<file path="src/i2cm_pkg.sv">
// Shared types and constants of the I2C bus master.
package i2cm_pkg;

    localparam int CFG_W     = 16;
    localparam int REG_IDX_W = 1;
    localparam int ACT_W     = 3;
    localparam int BYTE_W    = 8;

    // Configuration register indexes
    localparam logic [REG_IDX_W-1:0] REG_PHASE_TICKS = 1'd0;
    localparam logic [REG_IDX_W-1:0] REG_ACK_POLLS   = 1'd1;

    localparam logic [CFG_W-1:0] PHASE_TICKS_RST = 16'd100;
    localparam logic [CFG_W-1:0] ACK_POLLS_RST   = 16'd256;

    // Command codes
    localparam logic [ACT_W-1:0] ACT_START = 3'd1;
    localparam logic [ACT_W-1:0] ACT_STOP  = 3'd2;
    localparam logic [ACT_W-1:0] ACT_WRITE = 3'd3;
    localparam logic [ACT_W-1:0] ACT_READ  = 3'd4;
    localparam logic [ACT_W-1:0] ACT_ACK   = 3'd5;
    localparam logic [ACT_W-1:0] ACT_NACK  = 3'd6;

    typedef struct packed {
        logic [CFG_W-1:0] phase_ticks;
        logic [CFG_W-1:0] ack_polls;
    } cfg_t;

    typedef struct packed {
        logic [ACT_W-1:0]  action;
        logic [BYTE_W-1:0] data_byte;
        logic              sda_line;
        logic              scl_line;
    } item_t;

    typedef struct packed {
        logic              scl_drive_low;
        logic              sda_drive_low;
        logic              busy_res;
        logic              done_res;
        logic [BYTE_W-1:0] read_data;
        logic              error;
    } res_t;

endpackage

</file>
<file path="src/i2cm_cfg_regs.sv">
// Configuration registers of the I2C bus master.
module i2cm_cfg_regs (
    input  logic                            aclk,
    input  logic                            aresetn,
    input  logic                            cfg_we,
    input  logic [i2cm_pkg::REG_IDX_W-1:0]  cfg_addr,
    input  logic [i2cm_pkg::CFG_W-1:0]      cfg_wdata,
    output i2cm_pkg::cfg_t                  cfg
);
    import i2cm_pkg::*;

    cfg_t cfg_reg;

    // Register write decode
    always_ff @(posedge aclk) begin
        if (!aresetn) begin
            cfg_reg.phase_ticks <= PHASE_TICKS_RST;
            cfg_reg.ack_polls   <= ACK_POLLS_RST;
        end else if (cfg_we) begin
            unique case (cfg_addr)
                REG_PHASE_TICKS: cfg_reg.phase_ticks <= cfg_wdata;
                REG_ACK_POLLS:   cfg_reg.ack_polls   <= cfg_wdata;
                default:         cfg_reg.ack_polls   <= cfg_reg.ack_polls;
            endcase
        end
    end

    assign cfg = cfg_reg;

endmodule

</file>
<file path="src/i2cm_seq.sv">
// Bus sequencer: one tick of the I2C master per step.
module i2cm_seq (
    input  logic            aclk,
    input  logic            aresetn,
    input  logic            step_en,
    input  i2cm_pkg::item_t item,
    input  i2cm_pkg::cfg_t  cfg,
    output i2cm_pkg::res_t  res_next
);
    import i2cm_pkg::*;

    typedef enum logic [4:0] {
        ST_IDLE       = 5'd0,
        ST_ST_SDA_REL = 5'd1,
        ST_ST_SCL_REL = 5'd2,
        ST_ST_SDA_LOW = 5'd3,
        ST_SP_SDA_LOW = 5'd4,
        ST_SP_SCL_REL = 5'd5,
        ST_WAIT_DONE  = 5'd6,
        ST_WR_DATA    = 5'd7,
        ST_WR_SCL_HI  = 5'd8,
        ST_WR_SCL_LO  = 5'd9,
        ST_WR_ACK_SDA = 5'd10,
        ST_WR_ACK_SCL = 5'd11,
        ST_WR_POLL    = 5'd12,
        ST_RD_WAIT    = 5'd13,
        ST_RD_SCL_HI  = 5'd14,
        ST_AK_SDA     = 5'd15,
        ST_AK_SCL_HI  = 5'd16
    } seq_state_t;

    seq_state_t        state_reg, state_next;
    logic [3:0]        bit_index_reg, bit_index_next;
    logic [BYTE_W-1:0] shift_reg, shift_next;
    logic [CFG_W-1:0]  timer_reg, timer_next;
    logic [CFG_W-1:0]  poll_reg, poll_next;
    logic              error_reg, error_next;
    logic              scl_low_reg, scl_low_next;
    logic              sda_low_reg, sda_low_next;
    logic [BYTE_W-1:0] read_reg, read_next;
    logic              done;

    logic [CFG_W-1:0]  wait_ticks;
    logic [CFG_W-1:0]  poll_init;
    logic [CFG_W-1:0]  poll_src;
    logic [CFG_W-1:0]  poll_dec;
    logic              ack_seen;
    logic [3:0]        idx_inc;
    logic [BYTE_W-1:0] wr_shift;
    logic [BYTE_W-1:0] rd_shift;

    // Zero settings count as one
    assign wait_ticks = (cfg.phase_ticks == '0) ? CFG_W'(1) : cfg.phase_ticks;
    assign poll_init  = (cfg.ack_polls == '0) ? CFG_W'(1) : cfg.ack_polls;

    // ACK poll: first sample loads the count, later ones use the register
    assign poll_src = (state_reg == ST_WR_POLL) ? poll_reg : poll_init;
    assign poll_dec = (poll_src != '0) ? poll_src - CFG_W'(1) : '0;
    assign ack_seen = !item.sda_line;

    assign idx_inc  = bit_index_reg + 4'd1;
    assign wr_shift = {shift_reg[BYTE_W-2:0], 1'b0};
    assign rd_shift = {shift_reg[BYTE_W-2:0], item.sda_line};

    // Next-state logic for one tick
    always_comb begin
        state_next     = state_reg;
        bit_index_next = bit_index_reg;
        shift_next     = shift_reg;
        timer_next     = timer_reg;
        poll_next      = poll_reg;
        error_next     = error_reg;
        scl_low_next   = scl_low_reg;
        sda_low_next   = sda_low_reg;
        read_next      = read_reg;
        done           = 1'b0;

        if (state_reg == ST_IDLE) begin
            // Command decode; other codes are a plain tick
            case (item.action)
                ACT_START: begin
                    error_next   = 1'b0;
                    sda_low_next = 1'b0;
                    state_next   = ST_ST_SDA_REL;
                    timer_next   = wait_ticks;
                end
                ACT_STOP: begin
                    sda_low_next = 1'b1;
                    state_next   = ST_SP_SDA_LOW;
                    timer_next   = wait_ticks;
                end
                ACT_WRITE: begin
                    shift_next     = item.data_byte;
                    bit_index_next = 4'd0;
                    sda_low_next   = !item.data_byte[BYTE_W-1];
                    state_next     = ST_WR_DATA;
                    timer_next     = wait_ticks;
                end
                ACT_READ: begin
                    sda_low_next   = 1'b0;
                    shift_next     = '0;
                    bit_index_next = 4'd0;
                    state_next     = ST_RD_WAIT;
                    timer_next     = wait_ticks;
                end
                ACT_ACK, ACT_NACK: begin
                    sda_low_next = (item.action == ACT_ACK);
                    state_next   = ST_AK_SDA;
                    timer_next   = wait_ticks;
                end
                default: ;
            endcase
        end else if (state_reg == ST_WR_POLL) begin
            if (ack_seen) begin
                error_next   = 1'b0;
                scl_low_next = 1'b1;
                state_next   = ST_IDLE;
                timer_next   = '0;
                done         = 1'b1;
            end else begin
                poll_next = poll_dec;
                if (poll_dec == '0) begin
                    scl_low_next = 1'b1;
                    state_next   = ST_IDLE;
                    timer_next   = '0;
                    done         = 1'b1;
                end
            end
        end else if (timer_reg > CFG_W'(1)) begin
            timer_next = timer_reg - CFG_W'(1);
        end else begin
            // End of a bus phase
            timer_next = wait_ticks;
            unique case (state_reg)
                ST_ST_SDA_REL: begin
                    scl_low_next = 1'b0;
                    state_next   = ST_ST_SCL_REL;
                end
                ST_ST_SCL_REL: begin
                    if (item.sda_line && item.scl_line) begin
                        sda_low_next = 1'b1;
                        state_next   = ST_ST_SDA_LOW;
                    end else begin
                        // bus busy: flag and give up
                        error_next = 1'b1;
                        state_next = ST_IDLE;
                        timer_next = '0;
                        done       = 1'b1;
                    end
                end
                ST_ST_SDA_LOW: begin
                    scl_low_next = 1'b1;
                    state_next   = ST_WAIT_DONE;
                end
                ST_SP_SDA_LOW: begin
                    scl_low_next = 1'b0;
                    state_next   = ST_SP_SCL_REL;
                end
                ST_SP_SCL_REL: begin
                    sda_low_next = 1'b0;
                    state_next   = ST_WAIT_DONE;
                end
                ST_WR_DATA: begin
                    scl_low_next = 1'b0;
                    state_next   = ST_WR_SCL_HI;
                end
                ST_WR_SCL_HI: begin
                    scl_low_next = 1'b1;
                    state_next   = ST_WR_SCL_LO;
                end
                ST_WR_SCL_LO: begin
                    shift_next     = wr_shift;
                    bit_index_next = idx_inc;
                    if (idx_inc < 4'd8) begin
                        sda_low_next = !wr_shift[BYTE_W-1];
                        state_next   = ST_WR_DATA;
                    end else begin
                        sda_low_next = 1'b0;
                        state_next   = ST_WR_ACK_SDA;
                    end
                end
                ST_WR_ACK_SDA: begin
                    scl_low_next = 1'b0;
                    state_next   = ST_WR_ACK_SCL;
                end
                ST_WR_ACK_SCL: begin
                    // first ACK sample on the same tick
                    timer_next = '0;
                    poll_next  = poll_init;
                    if (ack_seen) begin
                        error_next   = 1'b0;
                        scl_low_next = 1'b1;
                        state_next   = ST_IDLE;
                        done         = 1'b1;
                    end else begin
                        error_next = 1'b1;
                        poll_next  = poll_dec;
                        state_next = ST_WR_POLL;
                        if (poll_dec == '0) begin
                            scl_low_next = 1'b1;
                            state_next   = ST_IDLE;
                            done         = 1'b1;
                        end
                    end
                end
                ST_RD_WAIT: begin
                    scl_low_next = 1'b0;
                    state_next   = ST_RD_SCL_HI;
                end
                ST_RD_SCL_HI: begin
                    shift_next     = rd_shift;
                    bit_index_next = idx_inc;
                    scl_low_next   = 1'b1;
                    if (idx_inc < 4'd8) begin
                        state_next = ST_RD_WAIT;
                    end else begin
                        read_next  = rd_shift;
                        state_next = ST_IDLE;
                        timer_next = '0;
                        done       = 1'b1;
                    end
                end
                ST_AK_SDA: begin
                    scl_low_next = 1'b0;
                    state_next   = ST_AK_SCL_HI;
                end
                ST_AK_SCL_HI: begin
                    scl_low_next = 1'b1;
                    state_next   = ST_WAIT_DONE;
                end
                default: begin
                    // wait-done and unused codes end the command
                    state_next = ST_IDLE;
                    timer_next = '0;
                    done       = 1'b1;
                end
            endcase
        end
    end

    // State registers, advanced once per item
    always_ff @(posedge aclk) begin
        if (!aresetn) begin
            state_reg     <= ST_IDLE;
            bit_index_reg <= '0;
            shift_reg     <= '0;
            timer_reg     <= '0;
            poll_reg      <= '0;
            error_reg     <= 1'b0;
            scl_low_reg   <= 1'b0;
            sda_low_reg   <= 1'b0;
            read_reg      <= '0;
        end else if (step_en) begin
            state_reg     <= state_next;
            bit_index_reg <= bit_index_next;
            shift_reg     <= shift_next;
            timer_reg     <= timer_next;
            poll_reg      <= poll_next;
            error_reg     <= error_next;
            scl_low_reg   <= scl_low_next;
            sda_low_reg   <= sda_low_next;
            read_reg      <= read_next;
        end
    end

    // Result of this tick
    assign res_next.scl_drive_low = scl_low_next;
    assign res_next.sda_drive_low = sda_low_next;
    assign res_next.busy_res      = (state_next != ST_IDLE);
    assign res_next.done_res      = done;
    assign res_next.read_data     = read_next;
    assign res_next.error         = error_next;

endmodule

</file>
<file path="src/i2c_bus_master_core.sv">
// I2C bus master top level: input register, sequencer, result register.
//
//  channel | direction | handshake         | payload
//  --------+-----------+-------------------+------------------------------------------
//  s_      | in        | s_valid / s_ready | action, data_byte, sda_line, scl_line
//  m_      | out       | m_valid / m_ready | scl/sda drive, busy, done, read_data, error
//  cfg_    | in        | cfg_we            | cfg_addr, cfg_wdata (no read-back)
//
// One item per cycle; each item is one bus tick of the sequencer.
// Each item passes the input register, then its result the result register.
// The sequencer steps only when the result register is free or being taken,
// so a stalled m_ready holds both stages and then drops s_ready.
// Synchronous active-low reset; no clearing pass.
module i2c_bus_master_core (
    input  logic                            aclk,
    input  logic                            aresetn,
    input  logic                            cfg_we,
    input  logic [i2cm_pkg::REG_IDX_W-1:0]  cfg_addr,
    input  logic [i2cm_pkg::CFG_W-1:0]      cfg_wdata,
    input  logic                            s_valid,
    output logic                            s_ready,
    input  logic [i2cm_pkg::ACT_W-1:0]      s_action,
    input  logic [i2cm_pkg::BYTE_W-1:0]     s_data_byte,
    input  logic                            s_sda_line,
    input  logic                            s_scl_line,
    output logic                            m_valid,
    input  logic                            m_ready,
    output logic                            m_scl_drive_low,
    output logic                            m_sda_drive_low,
    output logic                            m_busy_res,
    output logic                            m_done_res,
    output logic [i2cm_pkg::BYTE_W-1:0]     m_read_data,
    output logic                            m_error
);
    import i2cm_pkg::*;

    cfg_t  cfg;
    item_t in_item_reg;
    logic  in_valid_reg;
    res_t  res_next;
    res_t  out_res_reg;
    logic  out_valid_reg;
    logic  step;
    logic  in_take;

    i2cm_cfg_regs u_cfg (
        .aclk      (aclk),
        .aresetn   (aresetn),
        .cfg_we    (cfg_we),
        .cfg_addr  (cfg_addr),
        .cfg_wdata (cfg_wdata),
        .cfg       (cfg)
    );

    // Pipeline control
    assign step    = in_valid_reg && (!out_valid_reg || m_ready);
    assign s_ready = !in_valid_reg || step;
    assign in_take = s_valid && s_ready;

    i2cm_seq u_seq (
        .aclk     (aclk),
        .aresetn  (aresetn),
        .step_en  (step),
        .item     (in_item_reg),
        .cfg      (cfg),
        .res_next (res_next)
    );

    // Valid flags
    always_ff @(posedge aclk) begin
        if (!aresetn) begin
            in_valid_reg  <= 1'b0;
            out_valid_reg <= 1'b0;
        end else begin
            in_valid_reg  <= in_take || (in_valid_reg && !step);
            out_valid_reg <= step || (out_valid_reg && !m_ready);
        end
    end

    // Payload registers
    always_ff @(posedge aclk) begin
        if (in_take) begin
            in_item_reg.action    <= s_action;
            in_item_reg.data_byte <= s_data_byte;
            in_item_reg.sda_line  <= s_sda_line;
            in_item_reg.scl_line  <= s_scl_line;
        end
        if (step) begin
            out_res_reg <= res_next;
        end
    end

    assign m_valid         = out_valid_reg;
    assign m_scl_drive_low = out_res_reg.scl_drive_low;
    assign m_sda_drive_low = out_res_reg.sda_drive_low;
    assign m_busy_res      = out_res_reg.busy_res;
    assign m_done_res      = out_res_reg.done_res;
    assign m_read_data     = out_res_reg.read_data;
    assign m_error         = out_res_reg.error;

endmodule

</file>
<file path="config.mk">
export PLATFORM = sky130hd
export DESIGN_NAME = i2c_bus_master_core
export DESIGN_NICKNAME = d
export VERILOG_FILES = /design/src/i2cm_pkg.sv /design/src/i2cm_cfg_regs.sv /design/src/i2cm_seq.sv /design/src/i2c_bus_master_core.sv
export SDC_FILE = /design/constraint.sdc
export NUM_CORES = 1
export LEC_CHECK = 0
export ABC_AREA = 1
export BUFFER_PORTS_ARGS = -buffer_cell sky130_fd_sc_hd__buf_2
export CAP_MARGIN = 20
export CORE_ASPECT_RATIO = 0.5
export CORE_UTILIZATION = 35
export DETAILED_ROUTE_END_ITERATION = 8
export PLACE_DENSITY_LB_ADDON = 0.08
export REMOVE_ABC_BUFFERS = 1
export SLEW_MARGIN = 20
export SYNTH_ARGS = -nofsm -noshare
export SYNTH_HDL_FRONTEND = slang
export SYNTH_SLANG_ARGS = --single-unit
export TNS_END_PERCENT = 50
</file>
<file path="constraint.sdc">
create_clock -name aclk -period 9.8 [get_ports aclk]
set_input_delay 0.98 -clock aclk [delete_from_list [all_inputs] [get_ports aclk]]
set_output_delay 0.98 -clock aclk [all_outputs]
set_load 0.02 [all_outputs]
</file>
==> results of run 1 <==
-- layout make-up --
cell class	instances	area [sq um]	area share (%)
multi-input cells	710	3550	45.24
flip-flops and latches	119	2643	33.68
inverters	129	494.2	6.299
clock buffers	23	467.9	5.964
well taps	259	324.1	4.130
repair buffers	52	267.8	3.413
clock inverters	9	100.1	1.276
-- cell usage in the layout (no fill, tap or decap), drive strengths merged, types with 5 or more instances in the layout --
master,Yosys,routed
a31oi,10,10
buf,11,52
nand4,11,11
nand2,212,212
dfxtp,93,93
ha,5,5
a211oi,9,9
a21oi,79,79
a221oi,5,5
nor3,18,18
nand3,51,51
o21ai,111,111
clkbuf,27,23
edfxtp,26,26
clkinv,3,8
inv,126,126
a22oi,9,9
nor2,141,141
xor2,7,7
o22ai,14,14
o211ai,7,7
-- through the flow --
step / utilization (%) / total power, uW / hold slack (ps)
floorplan: - / 787.3 / 435.0
global placement: 38.64 / 884.1 / 449.7
detailed placement: 38.64 / 882.0 / 455.4
CTS: 41.65 / 1498 / 459.9
global route: 41.67 / 1573 / 484.2
finish: 41.67 / 1485 / 455.0
-- cells by family (layout without fill, tap and decap cells) --
| family | after synthesis | in the layout |
|---|---|---|
| AOI/OAI and AO/OA | 256 | 256 |
| DFF | 119 | 119 |
| and+or+nand+nor | 438 | 438 |
| buffers and inverters | 167 | 213 |
| xor gates and xnor gates | 11 | 11 |
| adders and majority gates | 5 | 5 |
-- power breakdown --
| group | switching, uW | internal (uW) | total [uW] |
|---|---|---|---|
| registers | 25.4 | 534 | 559 |
| clock network | 225 | 385 | 610 |
| logic | 215 | 101 | 316 |
-- worst min path at each step --
stage,startpoint,end,slack [ps]
after floorplan,u_seq.poll_reg[13],u_seq.poll_reg[13],430
after global placement,u_seq.poll_reg[13],u_seq.poll_reg[13],450
after detailed placement,u_seq.poll_reg[13],u_seq.poll_reg[13],460
after CTS,in_valid_reg,m_valid,460
after global routing,in_valid_reg,m_valid,480
final,u_seq.poll_reg[13],u_seq.poll_reg[13],460
-- critical path, cell delays in order, from the launching register on --
cell and delay [ps]:
dfxtp_1 380, nor2_4 220, nand2_2 120, nor2_4 540, nand2_2 120, nand2_4 170
ha_1 210, nand3_1 100, nor2_2 280, nand2_1 150, inv_1 120, nand3_1 80
nand3_1 110, nand2_1 60, nor2_1 140, nand3_2 210, nand3_1 150, nand2_1 70
nand2_1 70, nand2_1 50, nand2_1 70, nand2_1 70, nand2_1 70, nand3_1 80
-- per-layer routing --
metal | vias up | GRT usage, % | routed length (um)
met3 | 19 | 4.686 | 961
met5 | - | 0 | 0
li1 | 3391 | - | -
met1 | 3051 | 27.88 | 9980
met2 | 144 | 34.62 | 9024
met4 | 0 | 5.976 | 191
==> summary.txt, run 1 <==
STA
  – Final worst slack: 5903 ps
  – RSZ-0062 raised after global routing: no
  – Slew margin rel.: 39.12%
  – Minimum clock period: 3897 ps
  – Fin. max-slew vios: 0
  – Setup TNS Final: 0 ps
  – Clock Skew: 11.29 ps
  – Final Hold Vio Count: 0
  – Worst-Margin Slew: 911.2 ps
  – Final period utilization: 39.77%
  – Setup violations, final: 0
  – Fmax: 256.6 MHz

Place
  – DP Worst Slack: 5955 ps
  – Post-DP HPWL: 14540 um
  – Routability cong.: 0.8712
  – Placed instance count: 1269
  – Area post-placement: 7276 sq um
  – PortBufs: 49

Global routing
  – First-pass GRT wire length: 33560 um
  – Pin count of the biggest net entering global routing: 67
  – Antenna violations before repair: 0
  – Vias in the first global route: 6475
  – Total GRT Usage: 21.03%
  – Total grt overflow: 0

Clock network
  – CTS Hold Bufs: 0
  – Post CTS Setup Buffer Count: 0
  – Worst-skew pair later-pin latency: 420 ps
  – Post-CTS Resized: 0
  – H-tree Lvls: 4
  – CTS buffer count: 17
  – CTS sink cnt: 119
  – CTS tree: done
  – Clock Tree Buf Depth: 2
  – Clock Root Buffer: clkbuf_16
  – Clock slew at reported path FFs: 60 ps

Setup path
  – Critical R2R Launch: u_seq.state_reg[0]
  – Reg2reg setup slack: 5900 ps
  – WP data arrival: 4050 ps
  – CP Max Fanout: 23
  – Startpoint class of the critical path: register
  – Crit path from: u_seq.state_reg[0]
  – Crit end category: register
  – Worst reg2reg path endpoint: m_busy_res
  – CP Class: reg2reg
  – FF-to-FF path depth: 23
  – CP endpoint: m_busy_res
  – WP data required: 9960 ps

Drt
  – Iteration-0 DRC Markers: 430
  – Via/cell ratio: 5.077
  – Routed vias: 6605
  – Total Routed Length: 20160 um
  – WL/cell: 15.49 um
  – DRT Pass-1 Iters: 5
  – Post-route DRC: 0
  – Routed Antenna Nets: 0

Final layout
  – Fillers: 2031
  – Share of layout cells above drive strength 1: 12.19%
  – # diodes: 0
  – Finished Layout Cells: 1301
  – Nets@finish: 1069
  – Max FFs per register: 32
  – Fin area: 7846 sq um
  – Area delta synth->final: 14.08%

Run
  – Max Cap Viol: 0

Floorplan
  – Num ports: 50
  – Die H: 101.1 um
  – Starting Density: 36.52%
  – Area of the core: 18830 sq um
  – Die Area: 20250 sq um
  – Row cnt: 35
  – Die W: 200.2 um

Logic synthesis
  – Adder-cell share of the synthesized area: 0.9096%
  – Simple-Gate Fraction of Synth Area: 28.27%
  – Post-synth top area cell: dfxtp_1
  – Synth async-reset ratio: 0%
  – Most common library cells after synthesis: nand2_1 (192), nor2_1 (128), inv_1 (122)
  – Synth Area in Compound Gates: 20.96%
  – Primary FF master, synth: dfxtp_1
  – Post-Syn Area: 6878 sq um
  – Seq cells post-synth: 119
  – EDFF count, synth: 26
  – Multiplexer area fraction after synthesis: 0%
  – Main combinational cell family by area after synthesis: simple AND/OR/NAND/NOR gates
  – YS warnings: 0
  – Post-synthesis sequential area ratio: 38.42%
  – Largest cells by area after synthesis: dfxtp_1 (27%), edfxtp_1 (11%), nand2_1 (10%), o21ai_0 (7.1%), nor2_1 (7.0%)
  – Most common cell in the synthesized netlist: nand2_1
  – Unique cell type count in the Yosys netlist: 49
  – Avg Cell Area, Syn: 6.905 sq um
  – Post-synthesis cell count: 996
  – Synth top area share: 27.07%
  – Synth Area in XOR/XNOR: 1.401%

Outcome
  – Status: finished, final reports clean

Power and ir drop
  – Worst VDD drop: 0.1245 mV
  – Leak Pwr: 0.003525 uW
  – PwrDens: 189.3 nW/um^2

Worst hold path
  – Hold path cells: 2
  – Worst min path class: reg2reg
(Power assumes the default switching activity.)
==> run 2: changes to the inputs <==
Clock period 9.8 ns to 3.1 ns, I/O delays scaled along.
==> run 2 against run 1 <==
Power rose to 3.2 times the previous value. Clock-buffer cell count down 3. Hold slack worse by 390 ps. Non-clock buffer count up 59. Wire length up 5.7%. Critical path depth down 5. Sequential share of layout area down 2.7 points. First-iteration DRC count down 9.3%. Largest power group unchanged. Highest routed layer unchanged.
==> summary.txt, run 2 (synthesis gave the netlist of run 1 again) <==
Global routing
  – Vias in the first global route: 6429 (-0.71%)
  – Total grt overflow: 0 (unchanged)
  – Total GRT Usage: 21.03% (about the same)
  – Pin count of the biggest net entering global routing: 47 (-30%)
  – Antenna violations before repair: 0 (unchanged)
  – First-pass GRT wire length: 33590 um (about the same)

Drt
  – Routed vias: 6860 (+3.9%)
  – Total Routed Length: 21310 um (+5.7%)
  – Post-route DRC: 0 (unchanged)
  – Iteration-0 DRC Markers: 390 (-9.3%)
  – Routed Antenna Nets: 0 (unchanged)
  – Via/cell ratio: 5.040 (-0.72%)
  – DRT Pass-1 Iters: 4 (-1)
  – WL/cell: 15.66 um (+1.1%)

STA
  – Minimum clock period: 2975 ps (-922.1 ps)
  – Final Hold Vio Count: 0 (unchanged)
  – Fin. max-slew vios: 0 (unchanged)
  – Final period utilization: 95.97% (+56 points)
  – RSZ-0062 raised after global routing: yes
  – Slew margin rel.: 42.79% (+3.7 points)
  – Fmax: 336.1 MHz (+31%)
  – Worst-Margin Slew: 856.0 ps (-55.20 ps)
  – Final worst slack: 124.9 ps (-5778 ps)
  – Clock Skew: 11.81 ps (+0.5130 ps)
  – Setup violations, final: 0 (unchanged)

Clock network
  – CTS buffer count: 17 (unchanged)
  – CTS Hold Bufs: 0 (unchanged)
  – CTS sink cnt: 119 (unchanged)
  – H-tree Lvls: 4 (unchanged)
  – Clock Root Buffer: clkbuf_16
  – Worst-skew pair later-pin latency: 420 ps (about the same)
  – Clock slew at reported path FFs: 60 ps (about the same)
  – CTS tree: done
  – Clock Tree Buf Depth: 2 (unchanged)

Setup path
  – WP depth: 18 (-22%)
  – CP Cell Sequence: nor2_4, nand2_2, nor2_4, nand2_1, nand2_2, ha_4, nand3_4, nor2_4, nand2_2, o21ai_0, nand3_2, nand2_2, nor2_4, nand3_4, nand2_1, a221oi_2, buf_4, nor2_1
  – WP data arrival: 3140 ps (-910 ps)
  – CP max-delay cell: dfxtp_2
  – Crit end category: register
  – CP Class: reg2reg
  – Worst reg2reg path endpoint: m_done_res
  – CP endpoint: m_done_res
  – CP delay by family, top: simple AND/OR/NAND/NOR gates
  – WP data required: 3260 ps (-6700 ps)
  – CP Max Fanout: 5 (-78%)
  – Reg2reg setup slack: 120 ps (-5780 ps)
  – Bufs and invs on worst path: 1 (unchanged)
  – FF-to-FF path depth: 18 (-22%)
  – Crit path from: u_seq.state_reg[1]
  – Startpoint class of the critical path: register
  – Critical R2R Launch: u_seq.state_reg[1]
  – Crit-path max cell delay: 330 ps (-210 ps)

Floorplan
  – Starting Density: 36.52% (unchanged)
  – Area of the core: 18830 sq um (unchanged)
  – Die H: 101.1 um (unchanged)
  – Die W: 200.2 um (unchanged)
  – Num ports: 50 (unchanged)
  – Row cnt: 35 (unchanged)
  – Die Area: 20250 sq um (unchanged)

Place
  – DP Worst Slack: 0.3559 ps (-5955 ps)
  – Post-DP HPWL: 15350 um (+5.6%)
  – Routability cong.: 0.8882 (+2.0%)
  – PortBufs: 49 (unchanged)

Final layout
  – # diodes: 0 (unchanged)
  – Area delta synth->final: 24.41%
  – Fillers: 1957 (-3.6%)
  – Max FFs per register: 32 (unchanged)
  – Commonest cells after routing, fill and taps aside: nand2_1 (180), inv_1 (121), nor2_1 (118)
  – Nets@finish: 1129 (+5.6%)
  – Share of layout cells above drive strength 1: 21.14% (+9.0 points)
  – Final core occ: 45.44% (+3.8 points)
  – Commonest non-fill, non-tap cell in the layout: nand2_1

Power and ir drop
  – Worst VDD drop: 0.4199 mV (+240%)
  – PwrDens: 555.7 nW/um^2 (+190%)
  – Leak Pwr: 0.003854 uW (+9.3%)

Run
  – Max Cap Viol: 0 (unchanged)

Outcome
  – Status: finished, final reports clean

Worst hold path
  – Worst min path class: in2reg
run 2: cell type report:
cell class	count	area, sq um	area share, %
Clock buffer	20	457.9	5.352
Clock inverter	12	77.57	0.9066
Inverter	129	501.7	5.863
Multi-Input combinational cell	711	3810	44.52
Sequential cell	119	2648	30.94
Tap cell	259	324.1	3.787
Timing Repair Buffer	111	738.2	8.627
run 2: power by group:
group / switching (uW) / internal [uW] / total, uW
sequential: 75.1 / 1690 / 1760
clock: 739 / 1060 / 1800
combinational: 752 / 441 / 1190
total: 1570 / 3190 / 4760
run 2: routing by layer:
| layer | share of wire, % | wire length (um) | global-route usage, % | up-vias |
|---|---|---|---|---|
| met2 | 46 | 9856 | 35.15 | 116 |
| met5 | 0 | 0 | 0 | - |
| met1 | 50 | 10570 | 28.24 | 3213 |
| met4 | 0.82 | 174 | 5.030 | 0 |
| met3 | 3.3 | 705 | 3.975 | 17 |
| li1 | - | - | - | 3514 |
run 2: worst min-delay path by stage:
| stage | from | to | slack [ps] | cells past startpoint |
|---|---|---|---|---|
| final | s_action[2] | in_item_reg[12] | 70 | 1 |
| after global routing | s_data_byte[4] | in_item_reg[6] | 60 | 1 |
| after CTS | s_data_byte[5] | in_item_reg[7] | 60 | 1 |
| after detailed placement | in_valid_reg | m_valid | 460 | 2 |
| after global placement | in_valid_reg | m_valid | 450 | 2 |
| after floorplan | aresetn | u_cfg.cfg[18] | 410 | 1 |
run 2: worst register-to-register path, delay by kind of cell (launching register included):
kind                     cells  cell delay, ps
AO/OA/AOI/OAI                2             480
buffers and inverters        1             150
flip-flops                   1             330
AND/OR/NAND/NOR             14            1610
adder cells (fa/ha/maj)      1             160
run 2: timing repair:
| item | in CTS | in global routing |
|---|---|---|
| pin swaps | 1 | 29 |
| setup endpoints to repair | 2 | 22 |
| setup buffers | 0 | 17 |
| gates resized for setup | 1 | 75 |
| gates cloned | 0 | 1 |
run 2: per-stage QoR:
step                cells  hold WS [ps]  setup TNS (ps)  area, sq um  power [uW]
floorplan             958         408.6               0         6681        2489
global placement     1311         451.0               0         7604        2867
detailed placement   1311         463.4               0         7604        2866
CTS                  1343         55.49               0         8144        4683
global route         1361         56.62          -496.4         8557        5001
finish               1361         67.51               0         8557        4755
==> run 3: changes to the inputs <==
Clock period 3.1 ns to 3.61 ns, I/O delays scaled along.
==> run 3 against run 2 <==
Hold slack improved by 41 ps. First-iteration DRC count rose by 12%. Clock power fell by 7%. Critical path type unchanged. Global-route usage rose by 0.051 points. Combinational power fell by 27%. Critical path depth rose by 4. Largest power group unchanged.
==> summary.txt, run 3 (synthesis gave the netlist of run 1 again) <==
Outcome
  – Status: finished, final reports clean

STA
  – Final worst slack: 312.9 ps (+188.0 ps)
  – Slew margin rel.: 45.99% (+3.2 points)
  – Clock Skew: 14.30 ps (+2.491 ps)
  – Minimum clock period: 3297 ps (+322.0 ps)
  – Final period utilization: 91.33% (-4.6 points)
  – Fin. max-slew vios: 0 (unchanged)
  – Final Hold Vio Count: 0 (unchanged)
  – Fmax: 303.3 MHz (-9.8%)
  – Setup TNS Final: 0 ps (unchanged)
  – Worst-Margin Slew: 808.2 ps (-47.84 ps)
  – Setup violations, final: 0 (unchanged)

Setup path
  – CP Cell Sequence: nand2_4, clkinv_4, nand3_4, buf_4, nand2_1, nand2_1, nor2_2, nand2_1, nor2_4, nand2_4, nand3_1, nand4_1, nor2_1, nand3_2, buf_4, nand3_1, nand2_1, nand2_1, nand2_1, nand2_1, o21ai_0, a21oi_1
  – CP max-delay cell: dfxtp_1
  – Crit-path max cell delay: 430 ps (+100 ps)
  – WP data required: 3960 ps (+700 ps)
  – WP data arrival: 3650 ps (+510 ps)
  – Crit end category: register
  – CP Max Fanout: 14 (+9)
  – Most Frequent Cell on Critical Path: nand2_1
  – Startpoint class of the critical path: register
  – CP Class: reg2reg

Global routing
  – Pin count of the biggest net entering global routing: 52 (+11%)
  – Met1 Use GR: 29.58% (+1.3 points)
  – Busiest grt layer: met2
  – Vias in the first global route: 6309 (-1.9%)
  – Met2 usage: 32.80% (-2.4 points)
  – Routing usage on met3: 3.749% (-0.23 points)
  – First-pass GRT wire length: 33380 um (-0.64%)
  – Total GRT Usage: 21.08% (+0.051 points)
  – Total grt overflow: 0 (unchanged)
  – Antenna violations before repair: 0 (unchanged)

Power and ir drop
  – Leak Pwr: 0.003606 uW (-6.4%)
  – Worst VDD drop: 0.3375 mV (-20%)
  – PwrDens: 507.3 nW/um^2 (-8.7%)

Final layout
  – Nets@finish: 1088 (-3.6%)
  – Max FFs per register: 32 (unchanged)
  – Commonest cells after routing, fill and taps aside: nand2_1 (192), nor2_1 (126), inv_1 (122)
  – Area delta synth->final: 16.34%
  – # diodes: 0 (unchanged)
  – Fin area: 8001 sq um (-6.5%)
  – Final core occ: 42.49% (-3.0 points)
  – Commonest non-fill, non-tap cell in the layout: nand2_1
  – Finished Layout Cells: 1320 (-3.0%)
  – Share of layout cells above drive strength 1: 13.76% (-7.4 points)

Clock network
  – CTS tree: done
  – Clock slew at reported path FFs: 60 ps (about the same)
  – Worst-skew pair later-pin latency: 430 ps (about the same)
  – Clock Tree Buf Depth: 2 (unchanged)
  – H-tree Lvls: 4 (unchanged)
  – CTS buffer count: 17 (unchanged)
  – CTS sink cnt: 119 (unchanged)
  – Clock Root Buffer: clkbuf_16

Place
  – Area post-placement: 7336 sq um (-3.5%)
  – Routability cong.: 0.8991 (+1.2%)
  – PortBufs: 49 (unchanged)
  – DP Worst Slack: 237.8 ps (+237.4 ps)
  – Placed instance count: 1277 (-2.6%)
  – Post-DP HPWL: 14870 um (-3.1%)

Drt
  – Routed Antenna Nets: 0 (unchanged)
  – Via/cell ratio: 5.059 (+0.37%)
  – Post-route DRC: 0 (unchanged)
  – Iteration-0 DRC Markers: 435 (+12%)
  – Routed vias: 6678 (-2.7%)
  – Total Routed Length: 20490 um (-3.8%)
  – WL/cell: 15.53 um (-0.83%)
  – DRT Pass-1 Iters: 5 (+1)

Floorplan
  – Die Area: 20250 sq um (unchanged)
  – Die W: 200.2 um (unchanged)
  – Area of the core: 18830 sq um (unchanged)
  – Starting Density: 36.52% (unchanged)
  – Row cnt: 35 (unchanged)
  – Num ports: 50 (unchanged)
  – Die H: 101.1 um (unchanged)

Worst hold path
  – Worst min path class: in2reg

Run
  – Max Cap Viol: 0 (unchanged)
## run 3: worst paths after layout
kind | slack [ps] | cells past startpoint | to | start
hold / removal | 110 | 1 | in_item_reg[4] | s_data_byte[2]
setup / recovery | 310 | 22 | u_seq.scl_low_reg | u_seq.state_reg[3]
setup reg to reg | 310 | 22 | u_seq.scl_low_reg | u_seq.state_reg[3]
hold reg to reg | 470 | 2 | m_valid | in_valid_reg
## run 3: per-layer routing
layer	up-vias	routed length, um
met5	-	0
met4	0	292
met3	26	819
met2	139	8850
met1	3090	10530
li1	3423	-
## run 3: layout make-up
cell class | instances | area [sq um]
clock buffers | 22 | 464.2
clock inverters | 10 | 105.1
fillers | 2008 | 10830
multi-input cells | 710 | 3560
flip-flops and latches | 119 | 2644
well taps | 259 | 324.1
inverters | 129 | 494.2
repair buffers | 71 | 410.4
## run 3: worst max-delay path, delay by kind of cell, from the launching register on
kind,cells,cell delay [ps]
DFF,1,430
buffers and inverters,3,480
and+or+nand+nor,17,2040
AOI/OAI and AO/OA,2,260
## run 3: stage by stage
stage / hold slack, ps / total power [uW]
6_report: 108.3 / 4059
5_1_grt: 96.37 / 4279
4_1_cts: 91.72 / 4069
3_5_place_dp: 455.9 / 2396
3_3_place_gp: 450.6 / 2399
2_1_floorplan: 435.0 / 2137
## run 3: power by group
group	internal [uW]	total [uW]	switching [uW]	leakage, uW
combinational	286	870	584	0.00232
sequential	1450	1520	69.0	0.00101
clock	1040	1670	629	0.000273
total	2780	4060	1280	0.00361
## run 3: what timing repair did
item,CTS,global route
gates resized for setup,0,4
setup buffers,0,11
hold buffers,0,0
setup endpoints to repair,0,14
